## src/sv/wadet_pkg.sv

```systemverilog
// Package for the window amplitude event detector.
// Holds widths, register reset values, class and alert codes and the result record.
// No dependencies.
`default_nettype none

package wadet_pkg;

  localparam int unsigned WINDOW_DEF      = 256;
  localparam int unsigned SAMPLE_BITS_DEF = 12;
  localparam int unsigned CODE_W          = 12;
  localparam int unsigned THR_W           = 20;
  localparam int unsigned CNT_W           = 32;
  localparam int unsigned CFG_AW          = 4;
  localparam int unsigned CFG_DW          = 32;

  localparam logic [THR_W-1:0] QUAKE_THR_RST  = 20'd914900;
  localparam logic [THR_W-1:0] TREMOR_THR_RST = 20'd365960;
  localparam logic [THR_W-1:0] HIGH_THR_RST   = 20'd548940;

  localparam logic REQ_PUSH     = 1'b0;
  localparam logic REQ_CLASSIFY = 1'b1;

  typedef enum logic [1:0] {
    CLS_INSUFFICIENT,
    CLS_NOISE,
    CLS_TREMOR,
    CLS_QUAKE
  } event_class_t;

  typedef enum logic [1:0] {
    LVL_NONE,
    LVL_LOW,
    LVL_HIGH,
    LVL_CRITICAL
  } alert_level_t;

  typedef enum logic [1:0] {
    REG_QUAKE_THR,
    REG_TREMOR_THR,
    REG_HIGH_THR
  } reg_index_t;

  typedef struct packed {
    logic [THR_W-1:0] quake;
    logic [THR_W-1:0] tremor;
    logic [THR_W-1:0] high;
  } thresholds_t;

  typedef struct packed {
    event_class_t     event_class;
    alert_level_t     alert_level;
    logic [THR_W-1:0] window_sum;
    logic [CNT_W-1:0] total_count;
    logic [CNT_W-1:0] high_count;
    logic [CNT_W-1:0] critical_count;
  } result_t;

endpackage

`default_nettype wire

```

## src/sv/wadet_classify.sv

```systemverilog
// Threshold compare and event counters of the window amplitude event detector.
// Depends on wadet_pkg.
`default_nettype none

module wadet_classify
  import wadet_pkg::*;
#(
  parameter int unsigned SUM_W = 20
) (
  input  wire logic             clk,
  input  wire logic             rst_n,
  input  wire logic             classify_go,
  input  wire logic             window_full,
  input  wire logic [SUM_W-1:0] sum,
  input  wire thresholds_t      thr,
  output result_t               result
);

  localparam int unsigned CMP_W = (SUM_W > THR_W) ? SUM_W : THR_W;

  logic [CNT_W-1:0] total_r, total_nxt;
  logic [CNT_W-1:0] high_r, high_nxt;
  logic [CNT_W-1:0] crit_r, crit_nxt;
  logic [CMP_W-1:0] sum_ext;
  logic [CMP_W-1:0] quake_ext;
  logic [CMP_W-1:0] tremor_ext;
  logic [CMP_W-1:0] high_ext;
  logic [CMP_W-1:0] sum_hi;
  event_class_t     cls;
  alert_level_t     lvl;

  assign sum_ext    = CMP_W'(sum);
  assign quake_ext  = CMP_W'(thr.quake);
  assign tremor_ext = CMP_W'(thr.tremor);
  assign high_ext   = CMP_W'(thr.high);
  assign sum_hi     = sum_ext >> THR_W;

  always_comb begin
    cls       = CLS_NOISE;
    lvl       = LVL_NONE;
    total_nxt = total_r;
    high_nxt  = high_r;
    crit_nxt  = crit_r;
    if (!window_full) begin
      cls = CLS_INSUFFICIENT;
    end else if (sum_ext > quake_ext) begin
      cls       = CLS_QUAKE;
      lvl       = LVL_CRITICAL;
      total_nxt = total_r + 1'b1;
      crit_nxt  = crit_r + 1'b1;
    end else if (sum_ext > tremor_ext) begin
      cls       = CLS_TREMOR;
      total_nxt = total_r + 1'b1;
      if (sum_ext >= high_ext) begin
        lvl      = LVL_HIGH;
        high_nxt = high_r + 1'b1;
      end else begin
        lvl = LVL_LOW;
      end
    end
  end

  always_ff @(posedge clk) begin
    if (!rst_n) begin
      total_r <= '0;
      high_r  <= '0;
      crit_r  <= '0;
    end else if (classify_go) begin
      total_r <= total_nxt;
      high_r  <= high_nxt;
      crit_r  <= crit_nxt;
    end
  end

  // Report the counts after this request; saturate the reported sum only.
  always_comb begin
    result.event_class    = cls;
    result.alert_level    = lvl;
    result.window_sum     = (sum_hi != '0) ? {THR_W{1'b1}} : sum_ext[THR_W-1:0];
    result.total_count    = total_nxt;
    result.high_count     = high_nxt;
    result.critical_count = crit_nxt;
  end

endmodule

`default_nettype wire

```

## config.mk

```make
export PLATFORM = sky130hd
export DESIGN_NAME = wadet_classify
export DESIGN_NICKNAME = d
export VERILOG_FILES = /design/src/sv/wadet_pkg.sv /design/src/sv/wadet_classify.sv
export SDC_FILE = /design/constraint.sdc
export NUM_CORES = 1
export LEC_CHECK = 0
export ABC_AREA = 0
export BUFFER_PORTS_ARGS = -buffer_cell sky130_fd_sc_hd__clkbuf_2
export CAP_MARGIN = 10
export CORE_MARGIN = 1.5
export CORE_UTILIZATION = 50
export CTS_CLUSTER_SIZE = 14
export DETAILED_ROUTE_END_ITERATION = 10
export PLACE_DENSITY_LB_ADDON = 0.05
export SLEW_MARGIN = 40
export SYNTH_ARGS = -nofsm -noshare
export SYNTH_HDL_FRONTEND = slang
export SYNTH_SLANG_ARGS = --single-unit
```

## constraint.sdc

```tcl
create_clock -name clk -period 5.9 [get_ports clk]
set_clock_uncertainty 0.2 [all_clocks]
set_input_delay 0.295 -clock clk [delete_from_list [all_inputs] [get_ports clk]]
set_output_delay 0.295 -clock clk [all_outputs]
set_load 0.02 [all_outputs]
```

* Yosys cells after proc, flatten, opt, wreduce, memory -nomap -nowiden
Index checks and enable logic that the tools add are counted.
Widths: inputs -> output; s select.
** Cells by class
- Add/sub/neg operators :: 3
- Multiplexer cells :: 16
- Magnitude comparators :: 3
** Operators with widths (count)
- $mux 32 :: 9
- $add 32x1->32 const B :: 3
- $gt 20x20->1 :: 2
- $ge 20x20->1 :: 1
- $mux 2 :: 7
** Word-level totals
- Register bits :: 96
- Output and inout port bits :: 120
- Word-level logic and storage cells :: 25
- Input bits :: 84

* Longest topological paths before layout
- Depth in word-level cells :: 5
- Gate-level depth with buffers :: 12
- Mapped depth without buffers :: 11

* Worst setup path before layout
No wires, ideal clock.
- Kind :: in2out
- Start point :: input thr[57] in the netlist's numbering
- End point :: output result[61] in the netlist's numbering
- Required time :: 5405 ps
- Path buffers :: 2
- Stages :: 12
- Data arrival time :: 3016 ps
- Setup slack :: 2389 ps
- Cells stage by stage :: inv_1 > ha_1 > a21o_1 > a21o_1 > a221o_1 > nor4b_4 > nor2_1 > buf_2 > nor3_1 > buf_2 > nand4_1 > xnor2_1
** RTL lines
- start, declared :: RTL line wadet_classify.sv:15 : input wire thresholds_t thr,
- end, declared :: RTL line wadet_classify.sv:16 : output result_t result

==> qor.yml <==
worst_setup_path:
  critPathMaxFanout: 20
  rrSetupSlack_ns: 2.61
  reg2regPathDepth: 8
  crit_required_ns: 5.41
  end_kind: "output port"
  critical_path_arrival_ns: 3.44
  worst_r2r_endpoint: "total_r[31]"
  timing.rr.start: "total_r[0]"
  path_class: "primary input to output port"
  worstSetupStartpointType: "primary input"
die:
  io_pins: 204
  fp.dieH_um: 128
  core-area_um2: 15200
  fp-row-count: 45
  die_x_um: 128
  die_area_um2: 16400
  start_util_pct: 51.3
timing:
  tightest_slew_ns: 0.800
  finalHoldViolations: 0
  final.setup.tns_ns: 0
  fin_ws_ns: 1.96
  finalCritPeriodShare_pct: 66.8
  slew_headroom_pct: 46.7
  rsz0062_at_grt: "false"
  setup_viol: 0
  min_period_ns: 3.94
  fmax_mhz: 254
  finalMaxSlewViolations: 0
clocking:
  clock_path_buffers: 2
  cts_sinks: 96
  hold_buffers: 0
  cts_root_buf: "clkbuf_16"
  insertion_delay_ns: 0.35
  postCtsSetupRepairBufs: 0
  cts_tree: "built"
  cts_resized: 0
  clkSlewWorstSetupHoldPaths_ns: 0.06
  cts-buffers-inserted: 9
  h-tree-depth: 3
global_route:
  grt_pass1_vias: 6620
  grt_usage_pct: 24.6
  grt-ovfl-total: 0
  grt_max_degree: 60
  antenna_found_initial: 0
  grt_pass1_wl_mm: 32.8
routing:
  routedWlPerCell_um: 14.4
  m1WireLength_mm: 9.71
  ant_nets: 0
  drc: 0
  vias: 7353
  drt_iter0_drc: 488
  firstDrtPassIters: 4
  wl_met2_mm: 8.86
  top_layer_used: "met4"
  dr_wl_met3_um: 886
  drt-total-wl_mm: 19.8
  vias_per_cell: 5.35
synth:
  ys.flop_type: "dfxtp_1"
  synthTopCellsByArea: "dfxtp_1 (25%), xnor2_1 (11%), ha_1 (10%)"
  yosysWarnings: 0
  syn_nets: 1173
  synth_cells: 1026
  synth_top_cell_by_area: "dfxtp_1"
  synth_top_area_share_pct: 24.6
  synthArstFlopShare_pct: 0
  syn-mean-instance-area_um2: 7.60
  synthTopCellsByCount: "nand2_1 (122), xnor2_1 (101), dfxtp_1 (96), nor2_1 (81), inv_1 (73)"
  synth_seq_area_share_pct: 24.6
  synth-seq-cells: 96
  syn_area_um2: 7800
  yosysMostFrequentCell: "nand2_1"
  yosysUniqueCellTypes: 51
  synth_edf_count: 0
run:
  drv_cap: 0
power_and_ir_drop:
  p_int_mw: 1.04
  seqPwrFrac_pct: 44.3
  power_mw: 1.47
  pwr-share-comb_pct: 17.1
  irDropWorstVdd_uv: 140
  p_sw_share_pct: 29.3
  power_leakage_nw: 4.08
  power_switching_uw: 430
  clkPwrFrac_pct: 38.6
  power_density_nw_per_um2: 162
layout:
  drive_gt1_share_pct: 20.8
  diodes: 0
  area_growth_pct: 16.3
  finalNonFillerCells: 1374
  nNetsFinal: 1328
hold_path:
  hold_path_depth: 4
  holdPathEnd: "crit_r[8]"
  hold_start: "classify_go"
  min_path_type: "primary input to register"
placement:
  io_buffers: 203
  pre_cts_slack_ns: 1.94
  gp_congestion: 0.839
  place_inst: 1358
  dpl.hpwl_mm: 14.7
status:
  status: "complete, no violations"
==> per-stage QoR <==
step	hold WS (ns)	utilization, %	instance area [um2]
after floorplan	0.255	-	7800
after global placement	0.269	57.8	8790
after detailed placement	0.278	57.8	8790
after CTS	0.188	59.7	9070
after global routing	0.205	59.7	9070
final	0.202	59.7	9070
==> worst max-delay path by stage <==
| stage | endpoint | depth (start not counted) | start |
|---|---|---|---|
| after floorplan | result[61] | 12 | thr[57] |
| after global routing | result[80] | 13 | sum[1] |
| after detailed placement | result[65] | 12 | sum[17] |
| after CTS | result[65] | 12 | sum[17] |
| final | result[65] | 12 | sum[17] |
| after global placement | result[74] | 13 | sum[1] |
==> per-layer routing <==
layer,vias up,track usage [%]
met1,3327,33.8
met5,-,0
met2,183,39.9
li1,3821,-
met3,22,4.22
met4,0,6.61
==> layout make-up <==
class                      count  area (um2)
timing repair buffer         213        1090
clock buffer                  10         239
clock inverter                 6        41.3
inverter                      73         274
sequential                    96        1920
multi-input combinational    788        5270
tap                          188         235
fill                        1457        6130
==> worst max-delay path: stages <==
cell and delay (ns):
clkbuf_2 0.12, ha_1 0.31, a21o_1 0.19, a21o_1 0.17, a221o_1 0.41, nor4b_4 0.43, nor2_2 0.23, o21ai_1 0.19
buf_4 0.23, inv_1 0.30, mux2_1 0.40, clkbuf_2 0.16
==> sequential cells by signal, indices dropped and copies added, names as in the netlist <==
| signal | flops |
|---|---|
| crit_r | 32 |
| high_r | 32 |
| total_r | 32 |
==> placed cells by master, fill, tap and decap left out, drive strengths merged, types with 5 or more instances in the layout <==
cell	count
nor4	11
or3	19
nor2	81
a21o	13
nand4	43
and4	13
a31o	6
ha	63
nand3	62
dfxtp	96
and3	23
xnor2	101
nand2b	24
inv	75
xor2	33
a211oi	7
o211ai	6
buf	10
and2	18
mux2i	19
nand2	122
clkbuf	213
or4	5
nor3	12
o21ai	25
a21oi	50
==> cells by family (layout without fill, tap and decap cells) <==
logic type | after synthesis | in the layout | synth area share, %
compound gates | 125 | 125 | 10.0
xor+xnor | 134 | 134 | 15.0
fa+ha+maj | 63 | 63 | 10.1
buf+inv | 142 | 302 | 7.97
flops | 96 | 96 | 24.6
mux | 22 | 22 | 2.87
simple gates | 444 | 444 | 29.3
==> power by group through the flow <==
stage | registers, mW | logic (mW) | clock network [mW]
2_1_floorplan | 0.666 | 0.168 | 0
3_3_place_gp | 0.666 | 0.250 | 0
3_5_place_dp | 0.666 | 0.253 | 0
4_1_cts | 0.651 | 0.254 | 0.584
5_1_grt | 0.651 | 0.283 | 0.610
6_report | 0.651 | 0.252 | 0.567
Note: power is estimated with default switching activity, not from simulation.
