[src/sv/wadet_cell.sv]
// One stage of the magnitude delay line: holds one sample magnitude.
// Depends on nothing but its parameter.
`default_nettype none

module wadet_cell #(
  parameter int unsigned WIDTH = 12
) (
  input  wire logic             clk,
  input  wire logic             rst_n,
  input  wire logic             shift_en,
  input  wire logic [WIDTH-1:0] din,
  output logic      [WIDTH-1:0] dout
);

  logic [WIDTH-1:0] mag_r;
  logic [WIDTH-1:0] mag_nxt;

  always_comb begin
    mag_nxt = shift_en ? din : mag_r;
  end

  // The line starts empty: an empty stage counts as zero in the sum.
  always_ff @(posedge clk) begin
    if (!rst_n) begin
      mag_r <= '0;
    end else begin
      mag_r <= mag_nxt;
    end
  end

  assign dout = mag_r;

endmodule

`default_nettype wire

[config.mk]
export PLATFORM = sky130hd
export DESIGN_NAME = wadet_cell
export DESIGN_NICKNAME = d
export VERILOG_FILES = /design/src/sv/wadet_cell.sv
export SDC_FILE = /design/constraint.sdc
export NUM_CORES = 1
export LEC_CHECK = 0
export ABC_AREA = 1
export BUFFER_PORTS_ARGS = -buffer_cell sky130_fd_sc_hd__clkbuf_2
export CAP_MARGIN = 20
export CORE_AREA = 2 2 39 41
export DETAILED_ROUTE_END_ITERATION = 12
export DIE_AREA = 0 0 41 43
export HOLD_SLACK_MARGIN = 0.02
export PLACE_DENSITY = 0.7
export SYNTH_ARGS = -nofsm -noshare
export SYNTH_HDL_FRONTEND = slang
export SYNTH_SLANG_ARGS = --single-unit
[constraint.sdc]
create_clock -name clk -period 0.8 [get_ports clk]
set_input_delay 0.08 -clock clk [delete_from_list [all_inputs] [get_ports clk]]
set_output_delay 0.08 -clock clk [all_outputs]
set_load 0.03 [all_outputs]
Yosys cells after proc, flatten, opt, wreduce, memory -nomap -nowiden --
Cells that the tools add are included.
Storage, ports and cells: bits of input ports 15, word-level logic and storage cells 1, register bits after elaboration 12

Longest topological paths before layout --
Gate-level depths: netlist of the first run.
depth after elaboration 0, depth in mapped cells 4

Worst setup path after synthesis of the first run --
No wires, ideal clock.
path type register to register, start point register dout[9] (netlist name), end point register mag_r[9] (netlist: dout[9]), library setup time 64 ps, data arrival time 648 ps, setup slack 88 ps, cell stages (with the launch flop) 3, path buffers 0, clock period less this slack 712 ps, cell sequence dfxtp_1 > nor2_1 > nor2_1
RTL lines:
- end signal: assignment | RTL line 27 | mag_r <= mag_nxt;
- end: declaration | RTL line 15 | logic [WIDTH-1:0] mag_r;

Final worst setup path of the first run --
start point register mag_r[10] (netlist: dout[10]), end point output port dout[10]
RTL lines:
- end: declaration | RTL line 12 | output logic [WIDTH-1:0] dout
No word-level cell between the ends.

==> flow_summary_export.csv, run 1 <==
group,metric,value,unit
run_status,outcome,"finished, violations left",
run_status,failed_checks,"setup timing",
timing,grt_setup_unrepaired,"yes",
clocking,cts_root_buf,"clkbuf_4",
timing,holdWs,0.0669,ns
yosys,avgSynthCellArea,6.57,um^2
floorplanning,initial_core_util,35.6,%
yosys,synthMuxAreaShare,0,%
yosys,synth_seq_area_share,48.7,%
yosys,synthDistinctLibCells,6,
clocking,cts_tree,"built",
hold_path,min_from,"din[1]",
setup_path,cp.required,0.72,ns
yosys,synth_simple_gate_area_share,36.5,%
global_routing,grt_pass1_wl,1670,um
layout,postLayoutCellArea,815,um^2
clocking,cts_setup_buffers,0,
timing,setup_viol,12,
layout,final_net_count,120,
drt,postRouteAntennaNets,0,
clocking,clockBufferDepth,2,
layout,antennaDiodeCount,0,
global_routing,grt_overflow,0,
timing,tns,-0.252,ns
setup_path,startpoint,"dout[10]$_SDFFE_PN0P_",
setup_path,worstSetupStartpointType,"register",
floorplanning,die_h,43,um
placement,pre_cts_ws,0.181,ns
placement,port_buffers,26,
layout,area_growth,65.2,%
clocking,htreeDepth,1,
run,cap_viol_max_count,0,
placement,place_congestion,0.635,
global_routing,grt_pass1_vias,413,
layout,final_core_util,58.9,%
yosys,synthCells,75,
setup_path,worst_path_max_delay_cell,"dfxtp_2",
floorplanning,dieArea,1760,um^2
hold_path,min_path_type,"input pin to register",
floorplanning,rows,14,
setup_path,path_class,"register to output pin",
global_routing,grt_use_total,13.9,%
setup_path,crit_arrival,0.75,ns
setup_path,rrSetupSlack,0.21,ns
setup_path,critPathMaxFanout,2,
drt,dr.pass1.iters,3,
timing,maxSlewHeadroom,84.0,%
setup_path,cp-end-kind,"output pin",
yosys,synth_seq_cells,12,
timing,finalMaxSlewViolations,0,
timing,fin_ws,-0.0329,ns
layout,largest_register_ffs,12,
placement,hpwl,708,um
yosys,synth_top_family_by_area,"simple AND/OR/NAND/NOR gates",
drt,routed_wl,1040,um
layout,drive_gt1_share,42.3,%
placement,dpl_cell_area,643,um^2
clocking,clk_latency,0.27,ns
drt,dr.first_iter.drc_count,5,
yosys,synth_compound_area_share,0,%
drt,drc,0,
timing,tightest_slew,0.240,ns
timing,final.setup_skew,0,ns
yosys,synth_nets,90,
timing,min_period,0.833,ns
global_routing,grt_max_degree,17,
floorplanning,io-pin-count,27,
yosys,synthXorXnorAreaFrac,0,%
clocking,clock-sinks,12,
drt,vias,493,
floorplanning,core_area,1380,um^2
clocking,cts-buffers-inserted,3,
drt,wl_per_cell,8.67,um
clocking,clk_pin_slew_worst_paths,0.08,ns
pwr,leakage,0.000460,uW
global_routing,antenna_found_initial,0,
setup_path,rr_startpoint,"dout[0]$_SDFFE_PN0P_",
yosys,netlist_area,493,um^2
setup_path,path_cells,"buf_8",
timing,fin_crit_sh,104,%
setup_path,crit_buf_inv,1,
pwr,ir_worst_vdd,0.823,mV
setup_path,critical-path-max-stage-delay,0.35,ns
floorplanning,die-width,41,um
yosys,yosys.area_share.adder,0,%
setup_path,crit_family,"flip-flops",
timing,finalHoldViolCount,0,
clocking,cts_hold_buffers,0,
timing,fmaxAchievable,1.20,GHz
yosys,synth_warnings,0,
pwr,p_per_area,1860,nW/um^2
drt,vias_per_cell,4.11,
[layout make-up]
class | instances | area (um^2)
Multi-Input combinational cell | 48 | 180
Clock buffer | 4 | 36.3
Tap cell | 16 | 20.0
Timing Repair Buffer | 28 | 278
Fill cell | 126 | 569
Inverter | 12 | 45.0
Sequential cell | 12 | 255
[cells by family (layout without fill, tap and decap cells)]
group	Yosys count	after routing
AND/OR/NAND/NOR	48	48
buffers and inverters	15	44
flip-flops	12	12
[per-layer routing]
metal | share of wire, % | vias to the layer above | wire length [um] | global-route usage (%)
li1 | - | 268 | - | -
met1 | 42 | 206 | 434 | 16.7
met2 | 49 | 17 | 511 | 20.9
met3 | 7.6 | 2 | 79 | 5.76
met4 | 1.4 | 0 | 15 | 6.00
met5 | 0 | - | 0 | 0
[synth_stat cells (all sizes together)]
cell type,instances,area [um^2]
buf,3,27.5
dfxtp,12,240
inv,12,45.0
nand2,24,90.1
nor2,24,90.1
[through the flow]
stage,power [uW],cells
floorplan,852,75
global placement,940,116
detailed placement,947,116
CTS,1500,120
global route,1600,120
finish,1510,120
[worst paths after layout]
check | end | depth (start not counted)
min | dout[1]$_SDFFE_PN0P_ | 5
max reg2reg | dout[0]$_SDFFE_PN0P_ | 2
min reg2reg | dout[1]$_SDFFE_PN0P_ | 2
max | dout[10] | 1
[where the power goes]
| group | internal, uW | switching (uW) |
|---|---|---|
| clock | 277 | 201 |
| combinational | 177 | 174 |
| sequential | 648 | 36.9 |
| total | 1100 | 412 |
[placed cells by master (no fill, tap or decap), drive strengths merged]
cell    count
nor2       24
nand2      24
clkbuf     18
buf        14
inv        12
dfxtp      12
[repair_timing]
action / in CTS / in global routing
hold endpoints to repair: 0 / 0
endpoints found under the setup margin: 12 / 12
resized for setup: 36 / 12
Note: power is estimated with default switching activity, not from simulation.
==> run 2: changes to the inputs <==
==> constraint.sdc (replaced) <==
create_clock -name clk -period 0.9 [get_ports clk]
set_input_delay 0.09 -clock clk [delete_from_list [all_inputs] [get_ports clk]]
set_output_delay 0.09 -clock clk [all_outputs]
set_load 0.03 [all_outputs]
==> run 2 against run 1 <==
  * The run now ends clean
  * Wire length down 13%
  * Clock skew did not move
  * Sequential cell count is the same
  * Non-clock buffer count is 2 lower
  * Via count down 0.41%
  * Die area unchanged
  * Clock power decreased by 34%
  * Total power down 23%
  * Hold slack better by 0.024 ns
  * First-iteration DRC count decreased by 20%
  * Clock-buffer cell count is 1 lower
  * Critical endpoint is now dout[11]
  * Largest power group unchanged
==> flow_summary_export.csv, run 2 (synthesized netlist as in run 1, its figures left out) <==
group,metric,value,unit
run_status,outcome,"completed",
layout,mostFrequentLayoutCells,"24 x nor2_1, 24 x nand2_1, 14 x clkbuf_2",
layout,final_net_count,118,
timing,finalMaxSlewViolations,0,
setup_path,rr_startpoint,"dout[9]$_SDFFE_PN0P_",
setup_path,crit_family,"flip-flops",
setup_path,cp-end-kind,"output pin",
global_routing,grt_overflow,0,
pwr,ir_worst_vdd,0.809,mV
global_routing,antenna_found_initial,0,
setup_path,worst_path_max_delay_cell,"dfxtp_1",
global_routing,grt_use_total,12.7,%
floorplanning,die_h,43,um
timing,holdWs,0.0909,ns
setup_path,endpoint,"dout[11]",
layout,antennaDiodeCount,0,
timing,finalHoldViolCount,0,
floorplanning,initial_core_util,35.6,%
drt,wl_met2,435,um
layout,n_fill_cell,144,
layout,area_growth,38.6,%
setup_path,r2r_cells,2,
placement,hpwl,684,um
hold_path,min_path_cells,5,
hold_path,min_path_type,"input pin to register",
setup_path,cp.required,0.81,ns
timing,setup_viol,0,
floorplanning,die-width,41,um
clocking,clock-sinks,12,
global_routing,grt_max_degree,25,
drt,vias,491,
drt,dr.first_iter.drc_count,4,
setup_path,path_class,"register to output pin",
timing,fin_crit_sh,94.9,%
placement,dpl_cell_area,616,um^2
timing,min_period,0.855,ns
drt,dr_wl_met3,75,um
setup_path,r2r_end,"dout[9]$_SDFFE_PN0P_",
clocking,cts-buffers-inserted,3,
timing,tightest_slew,0.420,ns
setup_path,worst-path-stages,1,
drt,wl_per_cell,7.74,um
setup_path,startpoint,"dout[11]$_SDFFE_PN0P_",
floorplanning,core_area,1380,um^2
setup_path,critPathMaxFanout,2,
layout,drive_gt1_share,29.7,%
floorplanning,dieArea,1760,um^2
floorplanning,io-pin-count,27,
pwr,p_per_area,1700,nW/um^2
timing,fmaxAchievable,1.17,GHz
pwr,p_total,1160,uW
layout,final_core_util,49.4,%
drt,routed_wl,905,um
run,cap_viol_max_count,0,
clocking,cts_setup_buffers,0,
setup_path,rrSetupSlack,0.32,ns
timing,grt_setup_unrepaired,"no",
clocking,cts_resized,9,
layout,largest_register_ffs,12,
setup_path,crit_arrival,0.76,ns
drt,postRouteAntennaNets,0,
timing,maxSlewHeadroom,72.0,%
timing,tns,0,ns
drt,dr.pass1.iters,3,
clocking,clockBufferDepth,2,
setup_path,worstSetupStartpointType,"register",
drt,met1Wirelength,394,um
drt,drc,0,
drt,vias_per_cell,4.20,
setup_path,crit_buf_inv,1,
timing,final.setup_skew,0,ns
drt,maxUsedRoutingLayer,"met3",
clocking,clk_pin_slew_worst_paths,0.07,ns
clocking,clk_latency,0.26,ns
setup_path,critical-path-max-stage-delay,0.34,ns
setup_path,path_cells,"buf_4",
clocking,cts_root_buf,"clkbuf_4",
clocking,cts_hold_buffers,0,
clocking,cts_tree,"built",
layout,postLayoutCellArea,683,um^2
pwr,leakage,0.000413,uW
placement,port_buffers,26,
clocking,htreeDepth,1,
floorplanning,rows,14,
placement,place_congestion,0.671,
global_routing,grt_pass1_wl,1540,um
global_routing,grt_pass1_vias,418,
==> run 2: cell types whose count changed in the layout (fill, tap and decap cells not counted), sizes merged <==
cell  change
buf       -3
==> run 2: tightest hold or removal path, delay by kind of cell <==
kind	cells	cell delay, ns
buffers and inverters	2	0.12
AND/OR/NAND/NOR	3	0.12
==> run 2: area by class of cell <==
cell class	count	area (um^2)	share of cell area (%)
tap	16	20.0	2.93
inverter	12	45.0	6.59
timing repair buffer	26	174	25.5
sequential	12	241	35.3
multi-input combinational	48	180	26.4
clock buffer	3	22.5	3.30
==> run 2: per-stage QoR <==
stage	std cells	setup WS, ns
after floorplan	75	0.188
after global placement	114	0.159
after detailed placement	114	0.130
after CTS	117	0.000608
after global routing	117	0.000299
final	117	0.0455
==> run 2: power breakdown <==
group | internal, uW | total, uW | switching, uW | leakage (uW)
combinational | 103 | 253 | 150 | 0.000299
clock | 155 | 317 | 163 | 0.0000138
sequential | 569 | 589 | 19.9 | 0.000100
total | 827 | 1160 | 332 | 0.000413
==> run 2: worst min path at each step <==
| stage | startpoint | to | slack [ns] |
|---|---|---|---|
| global placement | din[9] | dout[9]$_SDFFE_PN0P_ | 0.37 |
| floorplan | rst_n | dout[11]$_SDFFE_PN0P_ | 0.21 |
| detailed placement | din[9] | dout[9]$_SDFFE_PN0P_ | 0.38 |
| CTS | din[11] | dout[11]$_SDFFE_PN0P_ | 0.09 |
| global route | din[7] | dout[7]$_SDFFE_PN0P_ | 0.11 |
| finish | din[11] | dout[11]$_SDFFE_PN0P_ | 0.09 |
==> run 2: routing by layer <==
metal | vias to the layer above | GRT usage [%]
li1 | 264 | -
met1 | 212 | 15.7
met2 | 15 | 18.4
met3 | 0 | 3.66
met4 | 0 | 8.00
met5 | - | 0
==> run 3: changes to the inputs <==
--- a/config.mk
+++ b/config.mk
@@ -12,7 +12,7 @@
 export DETAILED_ROUTE_END_ITERATION = 12
 export DIE_AREA = 0 0 41 43
 export HOLD_SLACK_MARGIN = 0.02
-export PLACE_DENSITY = 0.7
+export PLACE_DENSITY = 0.68
 export SYNTH_ARGS = -nofsm -noshare
 export SYNTH_HDL_FRONTEND = slang
 export SYNTH_SLANG_ARGS = --single-unit
==> run 3 against run 2 <==
  * Clock power about the same
  * Largest power group unchanged
  * Critical endpoint is now dout[8]
  * Clock skew unchanged
  * Sequential cell count unchanged
  * Register-to-register slack about the same
==> flow_summary_export.csv, run 3 (synthesized netlist as in run 1, its figures left out) <==
group,metric,value,unit
run_status,outcome,"completed",
clocking,clock-sinks,12,
timing,fin_crit_sh,97.1,%
setup_path,crit_buf_inv,1,
setup_path,critical-path-max-stage-delay,0.33,ns
clocking,clk_pin_slew_worst_paths,0.07,ns
floorplanning,core_area,1380,um^2
timing,finalHoldViolCount,0,
setup_path,crit_arrival,0.78,ns
clocking,cts_hold_buffers,0,
layout,antennaDiodeCount,0,
run,cap_viol_max_count,0,
hold_path,min_from,"din[3]",
clocking,clockBufferDepth,2,
setup_path,rr_startpoint,"dout[7]$_SDFFE_PN0P_",
placement,port_buffers,26,
drt,vias,484,
layout,final_core_util,48.0,%
hold_path,min_to,"dout[3]$_SDFFE_PN0P_",
layout,n_fill_cell,149,
timing,fin_ws,0.0261,ns
drt,dr.first_iter.drc_count,0,
global_routing,grt_pass1_vias,370,
clocking,cts-buffers-inserted,3,
setup_path,crit_family,"flip-flops",
clocking,htreeDepth,1,
timing,setup_viol,0,
setup_path,cp.required,0.81,ns
drt,vias_per_cell,4.14,
floorplanning,die-width,41,um
placement,hpwl,654,um
floorplanning,dieArea,1760,um^2
setup_path,r2r_cells,2,
drt,wl_per_cell,7.99,um
placement,pre_cts_ws,0.119,ns
timing,holdWs,0.0959,ns
timing,final.setup_skew,0,ns
floorplanning,rows,14,
floorplanning,initial_core_util,35.6,%
setup_path,critPathMaxFanout,2,
layout,postLayoutCellArea,664,um^2
pwr,p_per_area,1730,nW/um^2
layout,drive_gt1_share,28.7,%
global_routing,grt_max_degree,25,
setup_path,path_cells,"buf_2",
drt,postRouteAntennaNets,0,
setup_path,worstSetupStartpointType,"register",
setup_path,r2r_end,"dout[7]$_SDFFE_PN0P_",
floorplanning,die_h,43,um
timing,min_period,0.874,ns
layout,area_growth,34.8,%
layout,largest_register_ffs,12,
clocking,cts_root_buf,"clkbuf_4",
clocking,clk_latency,0.27,ns
floorplanning,io-pin-count,27,
setup_path,rrSetupSlack,0.31,ns
setup_path,cp-end-kind,"output pin",
drt,drc,0,
clocking,cts_setup_buffers,0,
pwr,ir_worst_vdd,0.766,mV
timing,finalMaxSlewViolations,0,
layout,final_net_count,118,
drt,routed_wl,935,um
hold_path,min_path_cells,5,
placement,dpl_cell_area,616,um^2
layout,mostFrequentLayoutCells,"24 x nor2_1, 24 x nand2_1, 14 x clkbuf_2",
drt,dr.pass1.iters,1,
pwr,leakage,0.000408,uW
global_routing,grt_pass1_wl,1430,um
timing,maxSlewHeadroom,71.0,%
pwr,p_total,1150,uW
timing,fmaxAchievable,1.14,GHz
timing,tightest_slew,0.435,ns
setup_path,worst_path_max_delay_cell,"dfxtp_1",
global_routing,antenna_found_initial,0,
global_routing,grt_overflow,0,
global_routing,grt_use_total,12.2,%
hold_path,min_path_type,"input pin to register",
setup_path,path_class,"register to output pin",
placement,place_congestion,0.524,
clocking,cts_tree,"built",
## run 3: changes by cell type in the layout (fill, tap and decap cells not counted), sizes merged
cell	previous run	this run
buf	11	10
clkbuf	18	19
## run 3: worst max-delay path by stage
stage / from / end / slack [ns] / depth (start not counted)
6_report: dout[8]$_SDFFE_PN0P_ / dout[8] / 0.03 / 1
5_1_grt: dout[7]$_SDFFE_PN0P_ / dout[7] / -0.0008 / 1
4_1_cts: dout[3]$_SDFFE_PN0P_ / dout[3] / 0.001 / 1
3_5_place_dp: shift_en / dout[11]$_SDFFE_PN0P_ / 0.12 / 4
3_3_place_gp: shift_en / dout[5]$_SDFFE_PN0P_ / 0.15 / 4
2_1_floorplan: dout[9]$_SDFFE_PN0P_ / dout[9]$_SDFFE_PN0P_ / 0.19 / 2
## run 3: power by group
group | total [uW] | leakage (uW) | internal [uW] | switching, uW
logic | 245 | 0.000295 | 93.4 | 151
clock network | 318 | 0.0000138 | 155 | 163
registers | 586 | 0.0000998 | 568 | 18.0
total | 1150 | 0.000408 | 816 | 332
## run 3: metrics by stage
step,setup TNS (ns),cells
finish,0,117
global route,-0.000827,117
CTS,0,117
detailed placement,0,114
global placement,0,114
floorplan,0,75
## run 3: per-layer routing
metal	up-vias	track usage, %	part of all wire [%]
li1	265	-	-
met1	199	15.1	46
met2	18	16.6	44
met3	2	5.24	7.5
met4	0	8.00	1.9
met5	-	0	0
## run 3: final cells by class
| type | instances | area, um^2 | share of cell area (%) |
|---|---|---|---|
| inverter | 12 | 45.0 | 6.78 |
| tap | 16 | 20.0 | 3.01 |
| multi-input combinational | 48 | 180 | 27.1 |
| sequential | 12 | 240 | 36.2 |
| timing repair buffer | 26 | 156 | 23.5 |
| clock buffer | 3 | 22.5 | 3.39 |
## run 3: repair_timing
| action | in CTS | in global routing |
|---|---|---|
| endpoints found under the setup margin | 4 | 12 |
| resized for setup | 4 | 21 |
| hold endpoints to repair | 0 | 0 |
